`config.mk`:
```
export PLATFORM = sky130hd
export DESIGN_NAME = double_ended_queue
export DESIGN_NICKNAME = d
export VERILOG_FILES = /design/src/hw/rtl/dq_pkg.sv /design/src/hw/rtl/dq_ram.sv /design/src/hw/rtl/double_ended_queue.sv
export SDC_FILE = /design/constraint.sdc
export NUM_CORES = 1
export LEC_CHECK = 0
export BUFFER_PORTS_ARGS = -buffer_cell sky130_fd_sc_hd__clkbuf_2
export CAP_MARGIN = 20
export CORE_MARGIN = 4
export CORE_UTILIZATION = 61
export CTS_CLUSTER_SIZE = 14
export DETAILED_ROUTE_END_ITERATION = 12
export PLACE_DENSITY = 0.85
export SLEW_MARGIN = 20
export SYNTH_ARGS = -nofsm -noshare
export SYNTH_HDL_FRONTEND = slang
export SYNTH_SLANG_ARGS = --single-unit
```
`constraint.sdc`:
```
create_clock -name i_clk -period 5.8 [get_ports i_clk]
set_input_delay 0.87 -clock i_clk [delete_from_list [all_inputs] [get_ports i_clk]]
set_output_delay 0.87 -clock i_clk [all_outputs]
set_load 0.05 [all_outputs]
```
`src/hw/rtl/dq_pkg.sv`:
```
// ----------------------------------------------------------------------------
// dq_pkg
// Request codes and item types shared by the double-ended queue modules.
// ----------------------------------------------------------------------------
package dq_pkg;

    localparam int unsigned VALUE_W = 32;
    localparam int unsigned COUNT_W = 5;

    typedef enum logic [1:0] {
        REQ_PUSH_FRONT = 2'd0,
        REQ_PUSH_BACK  = 2'd1,
        REQ_POP_FRONT  = 2'd2,
        REQ_POP_BACK   = 2'd3
    } t_req;

    typedef struct packed {
        t_req                      req_type;
        logic signed [VALUE_W-1:0] push_value;
    } t_in_item;

    typedef struct packed {
        logic                      success;
        logic signed [VALUE_W-1:0] pop_value;
        logic [COUNT_W-1:0]        element_count;
    } t_out_item;

endpackage

```
`src/hw/rtl/dq_ram.sv`:
```
// ----------------------------------------------------------------------------
// dq_ram
// Single-port-write, single-port-read synchronous store with registered read.
// ----------------------------------------------------------------------------
module dq_ram #(
    parameter int unsigned DEPTH  = 16,
    parameter int unsigned WIDTH  = 32,
    parameter int unsigned ADDR_W = 4
) (
    input  logic              i_clk,
    input  logic              i_we,
    input  logic [ADDR_W-1:0] i_waddr,
    input  logic [WIDTH-1:0]  i_wdata,
    input  logic              i_re,
    input  logic [ADDR_W-1:0] i_raddr,
    output logic [WIDTH-1:0]  o_rdata
);

    logic [WIDTH-1:0] r_mem [DEPTH];
    logic [WIDTH-1:0] r_rdata;

    always_ff @(posedge i_clk) begin
        if (i_we) begin
            r_mem[i_waddr] <= i_wdata;
        end
    end

    always_ff @(posedge i_clk) begin
        if (i_re) begin
            r_rdata <= r_mem[i_raddr];
        end
    end

    assign o_rdata = r_rdata;

endmodule

```
`src/hw/rtl/double_ended_queue.sv`:
```
// ----------------------------------------------------------------------------
// double_ended_queue
// Bounded deque of signed 32-bit values kept in a circular synchronous store.
// A result strobes on o_done in the cycle after its item is accepted.
// Throughput: one item per cycle while o_busy is low; pointers and count update at accept and
// the store read lands in the following cycle.
// Reset: synchronous, active low; front pointer and count clear, store keeps
// its contents; o_busy is high for one cycle after reset.
// ----------------------------------------------------------------------------
module double_ended_queue #(
    parameter int unsigned DEPTH = 16
) (
    input  logic               i_clk,
    input  logic               i_rst_n,
    input  logic               i_start,
    input  dq_pkg::t_in_item   i_item,
    output logic               o_busy,
    output logic               o_done,
    output dq_pkg::t_out_item  o_result
);

    localparam int unsigned IDX_W = (DEPTH > 1) ? $clog2(DEPTH) : 1;
    localparam int unsigned CNT_W = $clog2(DEPTH + 1);
    localparam int unsigned SUM_W = CNT_W + 1;
    localparam logic [SUM_W-1:0] DEPTH_S = SUM_W'(DEPTH);
    localparam logic [CNT_W-1:0] DEPTH_C = CNT_W'(DEPTH);
    localparam logic [IDX_W-1:0] LAST_IDX = IDX_W'(DEPTH - 1);

    logic [IDX_W-1:0] r_front, n_front;
    logic [CNT_W-1:0] r_count, n_count;
    logic             r_ready;
    logic             r_done;
    logic             r_ok;
    logic             r_pop;
    logic [CNT_W-1:0] r_res_count;

    logic             accept;
    logic             full, empty;
    logic [SUM_W-1:0] sum_back, sum_last;
    logic [IDX_W-1:0] pos_back, pos_last, front_dec, front_inc;
    logic             ok, is_pop;
    logic             we, re;
    logic [IDX_W-1:0] waddr, raddr;
    logic [dq_pkg::VALUE_W-1:0] rdata;

    assign accept = i_start & ~o_busy;
    assign full   = (r_count == DEPTH_C);
    assign empty  = (r_count == '0);

    assign sum_back = SUM_W'(r_front) + SUM_W'(r_count);
    assign sum_last = sum_back - SUM_W'(1);
    assign pos_back = (sum_back >= DEPTH_S) ? IDX_W'(sum_back - DEPTH_S) : IDX_W'(sum_back);
    assign pos_last = (sum_last >= DEPTH_S) ? IDX_W'(sum_last - DEPTH_S) : IDX_W'(sum_last);
    assign front_dec = (r_front == '0) ? LAST_IDX : r_front - IDX_W'(1);
    assign front_inc = (r_front == LAST_IDX) ? '0 : r_front + IDX_W'(1);

    always_comb begin
        n_front = r_front;
        n_count = r_count;
        ok      = 1'b0;
        is_pop  = 1'b0;
        we      = 1'b0;
        re      = 1'b0;
        waddr   = pos_back;
        raddr   = r_front;
        case (i_item.req_type)
            dq_pkg::REQ_PUSH_FRONT: begin
                ok    = ~full;
                we    = accept & ~full;
                waddr = front_dec;
                if (we) begin
                    n_front = front_dec;
                    n_count = r_count + CNT_W'(1);
                end
            end
            dq_pkg::REQ_PUSH_BACK: begin
                ok    = ~full;
                we    = accept & ~full;
                waddr = pos_back;
                if (we) begin
                    n_count = r_count + CNT_W'(1);
                end
            end
            dq_pkg::REQ_POP_FRONT: begin
                ok     = ~empty;
                is_pop = 1'b1;
                re     = accept & ~empty;
                raddr  = r_front;
                if (re) begin
                    n_front = front_inc;
                    n_count = r_count - CNT_W'(1);
                end
            end
            default: begin
                ok     = ~empty;
                is_pop = 1'b1;
                re     = accept & ~empty;
                raddr  = pos_last;
                if (re) begin
                    n_count = r_count - CNT_W'(1);
                end
            end
        endcase
    end

    dq_ram #(
        .DEPTH  (DEPTH),
        .WIDTH  (dq_pkg::VALUE_W),
        .ADDR_W (IDX_W)
    ) u_ram (
        .i_clk   (i_clk),
        .i_we    (we),
        .i_waddr (waddr),
        .i_wdata (i_item.push_value),
        .i_re    (re),
        .i_raddr (raddr),
        .o_rdata (rdata)
    );

    always_ff @(posedge i_clk) begin
        if (!i_rst_n) begin
            r_front <= '0;
            r_count <= '0;
            r_ready <= 1'b0;
            r_done  <= 1'b0;
        end else begin
            r_ready <= 1'b1;
            r_done  <= accept;
            if (accept) begin
                r_front <= n_front;
                r_count <= n_count;
            end
        end
    end

    always_ff @(posedge i_clk) begin
        if (accept) begin
            r_ok        <= ok;
            r_pop       <= is_pop & ok;
            r_res_count <= n_count;
        end
    end

    assign o_busy                 = ~r_ready;
    assign o_done                 = r_done;
    assign o_result.success       = r_ok;
    assign o_result.pop_value     = r_pop ? rdata : '0;
    assign o_result.element_count = dq_pkg::COUNT_W'(r_res_count);

    a_count_bound: assert property (@(posedge i_clk) disable iff (!i_rst_n)
        r_count <= DEPTH_C)
        else $error("element count above depth");

    a_done_follows: assert property (@(posedge i_clk) disable iff (!i_rst_n)
        accept |=> o_done)
        else $error("result missing after accepted item");

    a_fail_zero: assert property (@(posedge i_clk) disable iff (!i_rst_n)
        (o_done && !o_result.success) |-> (o_result.pop_value == '0))
        else $error("failed request returned a value");

    a_count_step: assert property (@(posedge i_clk) disable iff (!i_rst_n)
        (accept && ok) |=> (r_count != $past(r_count)))
        else $error("successful request left count unchanged");

endmodule

```
==> results of run 1 <==
[cell usage in the layout, fill, tap and decap left out, drive strengths merged, types with 2 or more instances in the layout]
cell type | netlist | layout
a211oi | 2 | 2
a21o | 4 | 4
a21oi | 17 | 17
and2 | 38 | 38
buf | 25 | 37
bufinv | 0 | 3
clkbuf | 20 | 137
clkinv | 0 | 28
clkinvlp | 0 | 3
dfxtp | 11 | 11
diode | 0 | 2
edfxtp | 551 | 551
ha | 8 | 8
inv | 13 | 15
mux2i | 2 | 2
mux4 | 160 | 160
nand2 | 6 | 6
nand2b | 4 | 4
nand3 | 7 | 7
nor2 | 16 | 16
nor2b | 3 | 3
nor3 | 21 | 21
o21a | 2 | 2
o21ai | 9 | 9
xnor2 | 8 | 8
xor2 | 3 | 3
[report_power, final]
| group | switching [mW] | internal, mW | leakage [nW] |
|---|---|---|---|
| registers | 0.0177 | 4.52 | 5.05 |
| logic | 0.425 | 0.345 | 2.22 |
| clock network | 1.45 | 1.86 | 0.813 |
| total | 1.89 | 6.72 | 8.08 |
[registers in the layout (all words and copies together) (netlist names)]
register       count
u_ram.r_mem      512
u_ram.o_rdata     32
r_count            5
r_res_count        5
r_front            4
o_done             1
r_ok               1
r_pop              1
r_ready            1
[worst paths after layout]
path         startpoint                end  slack [ns]  cells past startpoint
max          r_front[0]  u_ram.o_rdata[13]        1.75                      9
min reg2reg     r_ready             o_done        0.51                      1
max reg2reg  r_front[0]  u_ram.o_rdata[13]        1.75                      9
min             r_ready             o_done        0.51                      1
[cells by family after synthesis]
group / Yosys count / share of synthesized area, %
muxes: 163 / 16.7
and+or+nand+nor: 100 / 2.53
DFF: 562 / 77.2
xor gates and xnor gates: 11 / 0.444
AOI/OAI and AO/OA: 40 / 1.10
adders and majority gates: 9 / 0.553
buffers and inverters: 58 / 1.39
[routing by layer]
metal | up-vias | wire (um)
met5 | - | 27
met4 | 4 | 979
met3 | 70 | 3470
met2 | 514 | 26300
met1 | 5511 | 17600
li1 | 4222 | -
[final cells by class]
class                      count  area [um^2]  share of cell area, %
clock buffer                  61         1400                   5.70
antenna                        2         5.00                 0.0204
clock inverter                36          253                   1.03
multi-input combinational    323         4810                   19.6
inverter                      13         48.8                  0.199
tap                          455          569                   2.32
sequential                   562        16800                   68.3
timing repair buffer         113          708                   2.88
[cells in the mapped netlist (4+ instances only)]
cell,number
a21o_1,4
a21oi_1,17
and2_1,38
buf_2,5
buf_4,13
buf_6,4
clkbuf_1,20
dfxtp_1,11
edfxtp_1,551
ha_1,8
inv_1,13
mux4_2,160
nand2_1,5
nand2b_1,4
nand3_1,7
nor2_1,16
nor3_1,21
o21ai_0,6
xnor2_1,8
==> flow_metrics.py, run 1 <==
metrics = {
    "cells_and_area": {
        "fin_util_pct": 70.6,
        "fillerInstances": 1968,
        "layout-drive-gt1-share_pct": 33.9,
        "stdcell_count": 1565,
        "final_cell_area_um2": 24600,
        "area_growth_pct": 13.1,
        "nets": 1112,
    },
    "timing": {
        "setup_viol": 0,
        "slew_headroom_pct": 42.3,
        "layout_min_cycle_time_ns": 4.05,
        "fin_tns_setup_ns": 0,
        "hold_slack_ns": 0.512,
        "setup_ws_ns": 1.75,
        "rsz0062_at_grt": "false",
        "final_hold_viol_count": 0,
        "worstMarginPinSlew_ns": 0.862,
        "clock_skew_ns": 0.0195,
        "maxSlewViolCount": 0,
        "max_clock_freq_ghz": 0.247,
        "period_share_pct": 69.9,
    },
    "worst_setup_path": {
        "crit_chain": "ha_1 > fa_1 > inv_1 > ha_1 > nor2_1 > a21oi_4 > buf_12 > mux4_2 > mux4_2",
        "crit_fanout": 65,
        "cp_data_arrival_time_ns": 4.35,
        "worstSetupEndpointType": "register",
        "path_buf_inv": 2,
        "worstPathRequired_ns": 6.10,
        "crit_slowest_cell": "a21oi_4",
        "critical-path-max-stage-delay_ns": 0.65,
        "cp_top_family": "adder cells",
        "path_class": "register to register",
        "critPathLaunchType": "register",
    },
    "synth": {
        "synth_largest_area_cell": "edfxtp_1",
        "synth_area_leaders": "edfxtp_1 76%, mux4_2 17%, and2_1 1.1%, dfxtp_1 1.0%, nor3_1 0.48%",
        "yosysTopAreaCellShare_pct": 76.2,
        "synth-seq-cells": 562,
        "ys_seq_area_share_pct": 77.2,
        "syn_inst": 943,
        "netlist_area_um2": 21700,
        "async_flop_share_pct": 0,
        "synthFlopType": "edfxtp_1",
        "synth.distinct_cells": 40,
        "ys_warn_count": 0,
        "synth.avg_cell_area_um2": 23.0,
        "synth_nets": 989,
        "synth-edff-count": 551,
    },
    "pwr": {
        "p_leak_nw": 8.08,
        "cellPowerDensity_nw_per_um2": 351,
        "vdd_drop_max_mv": 0.232,
        "power_mw": 8.61,
    },
    "global_routing": {
        "grt_start_max_net_pins": 66,
        "overflow": 0,
        "grt_pass1_wl_mm": 72.6,
        "grt_antenna_before_repair": 3,
        "grt_pass1_vias": 10800,
        "top_usage_layer": "met2",
        "met3_usage_pct": 4.36,
        "grt_use_total_pct": 25.7,
        "met2_usage_pct": 45.2,
        "use_met1_pct": 34.7,
    },
    "placed_design": {
        "dpl_cell_area_um2": 22900,
        "post-place-cells": 1466,
        "io_buffers": 76,
        "place.gp.congestion": 0.756,
        "dpl.hpwl_mm": 24.7,
        "dp_slack_ns": 1.81,
    },
    "status": {
        "status": "finished, final reports clean",
    },
    "flow_run": {
        "maxCapViolCount": 0,
    },
    "clock_tree": {
        "clk_pin_slew_ns": 0.06,
        "cts_tree": "built",
        "clk_latency_ns": 0.57,
        "hold_buffers": 0,
        "cts_setup_buffers": 0,
        "cts_resized": 0,
        "clock-sinks": 562,
        "h-tree-depth": 2,
        "clockRootBuffer": "clkbuf_16",
        "clockBufferDepth": 3,
        "cts_buffers": 53,
    },
    "route": {
        "first_pass_iters": 5,
        "drt-vias-per-instance": 6.59,
        "wire_per_inst_um": 30.9,
        "drt_iter0_drc": 1213,
        "drt_wl_total_mm": 48.4,
        "drcViolationCount": 0,
        "vias": 10300,
        "drt.antenna.violating_nets": 0,
    },
    "die": {
        "pin_count": 77,
        "initial_core_util_pct": 62.4,
        "die_y_um": 197,
        "fp.dieArea_um2": 38700,
        "core-area_um2": 34800,
        "fp-row-count": 68,
        "die_w_um": 197,
    },
    "worst_hold_path": {
        "hold_path.class": "register to register",
    },
}
(Power assumes the default switching activity.)
==> run 2, diff against run 1 <==
CORE_UTILIZATION = 55   (was 61)
PLACE_DENSITY = 0.81   (was 0.85)
clock period = 3.4 ns   (was 5.8 ns; I/O delays follow)
==> run 2 against run 1 <==
Compared with the run above: final area is 1.7% higher; clock power increased by 69%; worst hold slack got worse by 0.36 ns; wire length is 4.5% lower; largest cell class unchanged; critical path depth up 1; critical path type unchanged; via count is 0.73% lower; count of clock-buffer cells in the layout up 5; sequential share of layout area down 1.2 points; register-to-register slack got worse by 1.6 ns.
==> flow_metrics.py, run 2 (synthesis results as in run 1) <==
metrics = {
    "pwr": {
        "cellPowerDensity_nw_per_um2": 590,
        "vdd_drop_max_mv": 0.510,
        "p_leak_nw": 8.25,
        "power_mw": 14.7,
    },
    "cells_and_area": {
        "fillerInstances": 2467,
        "top_register": "u_ram.r_mem",
        "largest_reg_flops": 512,
        "layout_common_cells": "551 x edfxtp_1, 160 x mux4_2, 76 x clkbuf_2",
        "final_common_cell": "edfxtp_1",
        "area_growth_pct": 15.1,
        "stdcell_count": 1651,
        "layout-drive-gt1-share_pct": 34.9,
        "nets": 1136,
    },
    "worst_setup_path": {
        "worstSetupEndpointType": "register",
        "crit_slowest_cell": "fa_2",
        "cp_top_family": "adder cells",
        "cp.depth": 10,
        "reg2regPathDepth": 10,
        "worstPathRequired_ns": 3.74,
        "worstSetupStartpoint": "r_count[0]",
        "crit_path_end": "u_ram.o_rdata[27]",
        "cp_data_arrival_time_ns": 3.57,
        "path_class": "register to register",
        "critical-path-max-stage-delay_ns": 0.58,
        "r2r_start": "r_count[0]",
        "crit_fanout": 17,
        "crit_chain": "ha_1 > fa_2 > inv_1 > ha_1 > nor2_1 > a21oi_4 > buf_12 > buf_12 > mux4_2 > mux4_2",
        "r2r_setup_slack_ns": 0.17,
        "path_buf_inv": 3,
        "critPathLaunchType": "register",
        "r2r-end": "u_ram.o_rdata[27]",
    },
    "timing": {
        "setup_viol": 0,
        "clock_skew_ns": 0.0144,
        "final_hold_viol_count": 0,
        "period_share_pct": 95.1,
        "maxSlewViolCount": 0,
        "worstMarginPinSlew_ns": 0.938,
        "setup_ws_ns": 0.168,
        "fin_tns_setup_ns": 0,
        "slew_headroom_pct": 37.1,
        "layout_min_cycle_time_ns": 3.23,
        "max_clock_freq_ghz": 0.309,
        "rsz0062_at_grt": "false",
    },
    "clock_tree": {
        "cts_setup_buffers": 0,
        "cts_tree": "built",
        "cts_buffers": 55,
        "hold_buffers": 0,
        "clock-sinks": 562,
        "clk_latency_ns": 0.61,
        "clk_pin_slew_ns": 0.06,
        "clockRootBuffer": "clkbuf_16",
        "clockBufferDepth": 3,
        "h-tree-depth": 2,
    },
    "route": {
        "drt.antenna.violating_nets": 0,
        "drt_wl_total_mm": 46.2,
        "drcViolationCount": 0,
        "drt_iter0_drc": 1043,
        "vias": 10200,
        "first_pass_iters": 5,
        "drt-vias-per-instance": 6.21,
        "wire_per_inst_um": 28.0,
    },
    "global_routing": {
        "overflow": 0,
        "grt_pass1_vias": 10700,
        "grt_pass1_wl_mm": 69.5,
        "grt_antenna_before_repair": 1,
        "grt_use_total_pct": 22.5,
        "grt_start_max_net_pins": 29,
    },
    "die": {
        "initial_core_util_pct": 55.9,
        "core-area_um2": 38800,
        "die_y_um": 207,
        "die_w_um": 207,
        "fp.dieArea_um2": 42700,
        "fp-row-count": 72,
        "pin_count": 77,
    },
    "worst_hold_path": {
        "hold_path.class": "input pin to register",
    },
    "placed_design": {
        "dpl.hpwl_mm": 25.3,
        "place.gp.congestion": 0.808,
        "post-place-cells": 1551,
        "io_buffers": 76,
        "dp_slack_ns": 0.0393,
    },
    "flow_run": {
        "maxCapViolCount": 0,
    },
    "status": {
        "status": "finished, final reports clean",
    },
}
run 2: metrics by stage:
stage               instance area (um^2)  hold slack (ns)  utilization (%)
floorplan                          21700            0.482                -
global placement                   23300            0.495             60.0
detailed placement                 23300            0.509             60.0
CTS                                25000            0.133             64.3
global route                       25000            0.161             64.4
finish                             25000            0.156             64.4
run 2: layer usage:
layer / global-route usage, % / vias to the layer above / part of all wire [%]
met3: 3.86 / 75 / 7.3
met5: 0 / - / 0.028
met2: 38.1 / 443 / 52
met4: 5.44 / 2 / 2.2
met1: 31.3 / 5458 / 39
li1: - / 4268 / -
run 2: final cells by class:
class	count	area [um^2]	area share, %
repair buffers	135	1080	4.31
well taps	518	648	2.59
flip-flops and latches	562	16800	67.1
diodes	1	2.50	0.0100
clock buffers	66	1420	5.67
clock inverters	33	249	0.996
multi-input cells	323	4780	19.1
inverters	13	48.8	0.195
run 2: how the worst min path moves through the flow:
stage | start | end | slack, ns | cells past startpoint
2_1_floorplan | r_ready | o_done | 0.48 | 1
3_3_place_gp | r_ready | o_done | 0.49 | 1
3_5_place_dp | r_ready | o_done | 0.51 | 1
4_1_cts | i_start | o_done | 0.13 | 2
5_1_grt | i_start | o_done | 0.16 | 2
6_report | i_start | o_done | 0.16 | 2
run 2: repair_timing:
item / 4_1_cts / 5_1_grt
endpoints found under the hold margin: 0 / 0
resized for setup: 0 / 3
endpoints found under the setup margin: 0 / 24
run 2: power by group:
| group | leakage [nW] | internal, mW | switching, mW |
|---|---|---|---|
| clock network | 0.818 | 3.13 | 2.48 |
| registers | 5.05 | 7.71 | 0.0267 |
| logic | 2.38 | 0.664 | 0.723 |
| total | 8.25 | 11.5 | 3.23 |
==> run 3, diff against run 2 <==
CORE_UTILIZATION = 40   (was 55)
PLACE_DENSITY = 0.64   (was 0.81)
==> run 3 against run 2 <==
Compared with the run above: maximum frequency up 1.4%; die area grew 36%; non-clock buffer count rose by 5; total power increased by 2.5%; worst hold slack worse by 0.010 ns; largest cell class unchanged; via count fell by 1.9%.
==> flow_metrics.py, run 3 (synthesis results as in run 1) <==
metrics = {
    "clock_tree": {
        "clk_latency_ns": 0.61,
        "clock-sinks": 562,
        "clk_pin_slew_ns": 0.06,
        "hold_buffers": 0,
        "clockBufferDepth": 3,
        "cts_resized": 0,
        "h-tree-depth": 2,
        "clockRootBuffer": "clkbuf_16",
        "cts_tree": "built",
        "cts_buffers": 56,
    },
    "pwr": {
        "power_mw": 15.1,
        "switching_share_pct": 21.8,
        "p_int_mw": 11.8,
        "combPwrFrac_pct": 9.2,
        "p_switching_mw": 3.29,
        "seq_power_share_pct": 51.2,
        "clkPwrFrac_pct": 39.6,
        "cellPowerDensity_nw_per_um2": 593,
        "p_leak_nw": 8.35,
        "vdd_drop_max_mv": 0.397,
    },
    "die": {
        "fp.dieArea_um2": 58100,
        "pin_count": 77,
        "die_w_um": 241,
        "fp-row-count": 85,
        "die_y_um": 241,
        "core-area_um2": 53800,
        "initial_core_util_pct": 40.3,
    },
    "global_routing": {
        "grt_start_max_net_pins": 35,
        "grt_pass1_wl_mm": 70.0,
        "grt_use_total_pct": 16.5,
        "overflow": 0,
        "grt_pass1_vias": 10500,
        "grt_antenna_before_repair": 4,
    },
    "timing": {
        "maxSlewViolCount": 0,
        "period_share_pct": 93.7,
        "layout_min_cycle_time_ns": 3.19,
        "final_hold_viol_count": 0,
        "worstMarginPinSlew_ns": 0.880,
        "clock_skew_ns": 0.0180,
        "hold_slack_ns": 0.145,
        "setup_viol": 0,
        "slew_headroom_pct": 40.9,
        "rsz0062_at_grt": "false",
        "fin_tns_setup_ns": 0,
        "max_clock_freq_ghz": 0.314,
    },
    "cells_and_area": {
        "largest_reg_flops": 512,
        "final_cell_area_um2": 25500,
        "nets": 1142,
        "layout-drive-gt1-share_pct": 35.4,
        "final_common_cell": "edfxtp_1",
        "fillerInstances": 4351,
        "area_growth_pct": 17.4,
        "layout_common_cells": "551 x edfxtp_1, 160 x mux4_2, 76 x clkbuf_2",
        "top_register": "u_ram.r_mem",
        "stdcell_count": 1835,
    },
    "placed_design": {
        "dpl_cell_area_um2": 23700,
        "post-place-cells": 1731,
        "io_buffers": 76,
        "dpl.hpwl_mm": 25.3,
        "place.gp.congestion": 0.741,
    },
    "route": {
        "drt-vias-per-instance": 5.48,
        "drt_wl_total_mm": 47.1,
        "first_pass_iters": 5,
        "wire_per_inst_um": 25.7,
        "drcViolationCount": 0,
        "drt.antenna.violating_nets": 0,
        "drt_iter0_drc": 937,
        "vias": 10000,
    },
    "worst_setup_path": {
        "worstSetupEndpointType": "register",
        "crit_fanout": 30,
        "path_class": "register to register",
        "cp_data_arrival_time_ns": 3.52,
        "worstPathRequired_ns": 3.74,
        "critPathLaunchType": "register",
    },
    "flow_run": {
        "maxCapViolCount": 0,
    },
    "worst_hold_path": {
        "hold_path.class": "input pin to register",
    },
    "status": {
        "status": "finished, final reports clean",
    },
}
-- run 3: routing by layer --
metal / share of wire (%) / GRT usage (%) / vias to the layer above
li1: - / - / 4291
met3: 6.7 / 3.42 / 67
met5: 0.025 / 0 / -
met4: 2.1 / 4.17 / 2
met1: 42 / 23.1 / 5363
met2: 49 / 27.0 / 324
-- run 3: final cells by class --
type | count | area (um^2) | area share, %
repair buffers | 140 | 1240 | 4.87
inverters | 13 | 48.8 | 0.192
multi-input cells | 323 | 4770 | 18.7
diodes | 2 | 5.00 | 0.0196
well taps | 696 | 871 | 3.42
flip-flops and latches | 562 | 16800 | 65.8
clock inverters | 36 | 333 | 1.31
clock buffers | 63 | 1450 | 5.69
-- run 3: critical path: stages (launching register included) --
cell and delay (ns):
dfxtp_1 0.35, ha_1 0.22, fa_1 0.56, inv_1 0.08, ha_1 0.28, nor2_1 0.06
a21oi_4 0.17, buf_4 0.15, buf_12 0.20, mux4_2 0.34, mux4_2 0.50
-- run 3: final timing paths --
| kind | from | endpoint | slack [ns] | cells past startpoint |
|---|---|---|---|---|
| max | r_count[0] | u_ram.o_rdata[3] | 0.21 | 10 |
| min | i_start | o_done | 0.15 | 2 |
| max reg2reg | r_count[0] | u_ram.o_rdata[3] | 0.21 | 10 |
| min reg2reg | r_ready | o_done | 0.52 | 1 |
-- run 3: power by group through the flow --
stage	logic, mW	registers (mW)	clock network (mW)
6_report	1.40	7.73	5.98
5_1_grt	1.51	7.73	6.44
4_1_cts	1.41	7.73	6.13
3_5_place_dp	1.41	7.88	0
3_3_place_gp	1.38	7.87	0
2_1_floorplan	0.936	7.89	0
-- run 3: per-stage QoR --
step | setup WS [ns] | util [%]
3_3_place_gp | 0.140 | 44.0
4_1_cts | 0.127 | 47.3
6_report | 0.214 | 47.3
5_1_grt | 0.0695 | 47.3
2_1_floorplan | -0.904 | -
3_5_place_dp | 0.130 | 44.0
-- run 3: what timing repair did --
| item | in CTS | in global routing |
|---|---|---|
| setup buffers | 0 | 2 |
| hold endpoints to repair | 0 | 0 |
| endpoints found under the setup margin | 0 | 3 |
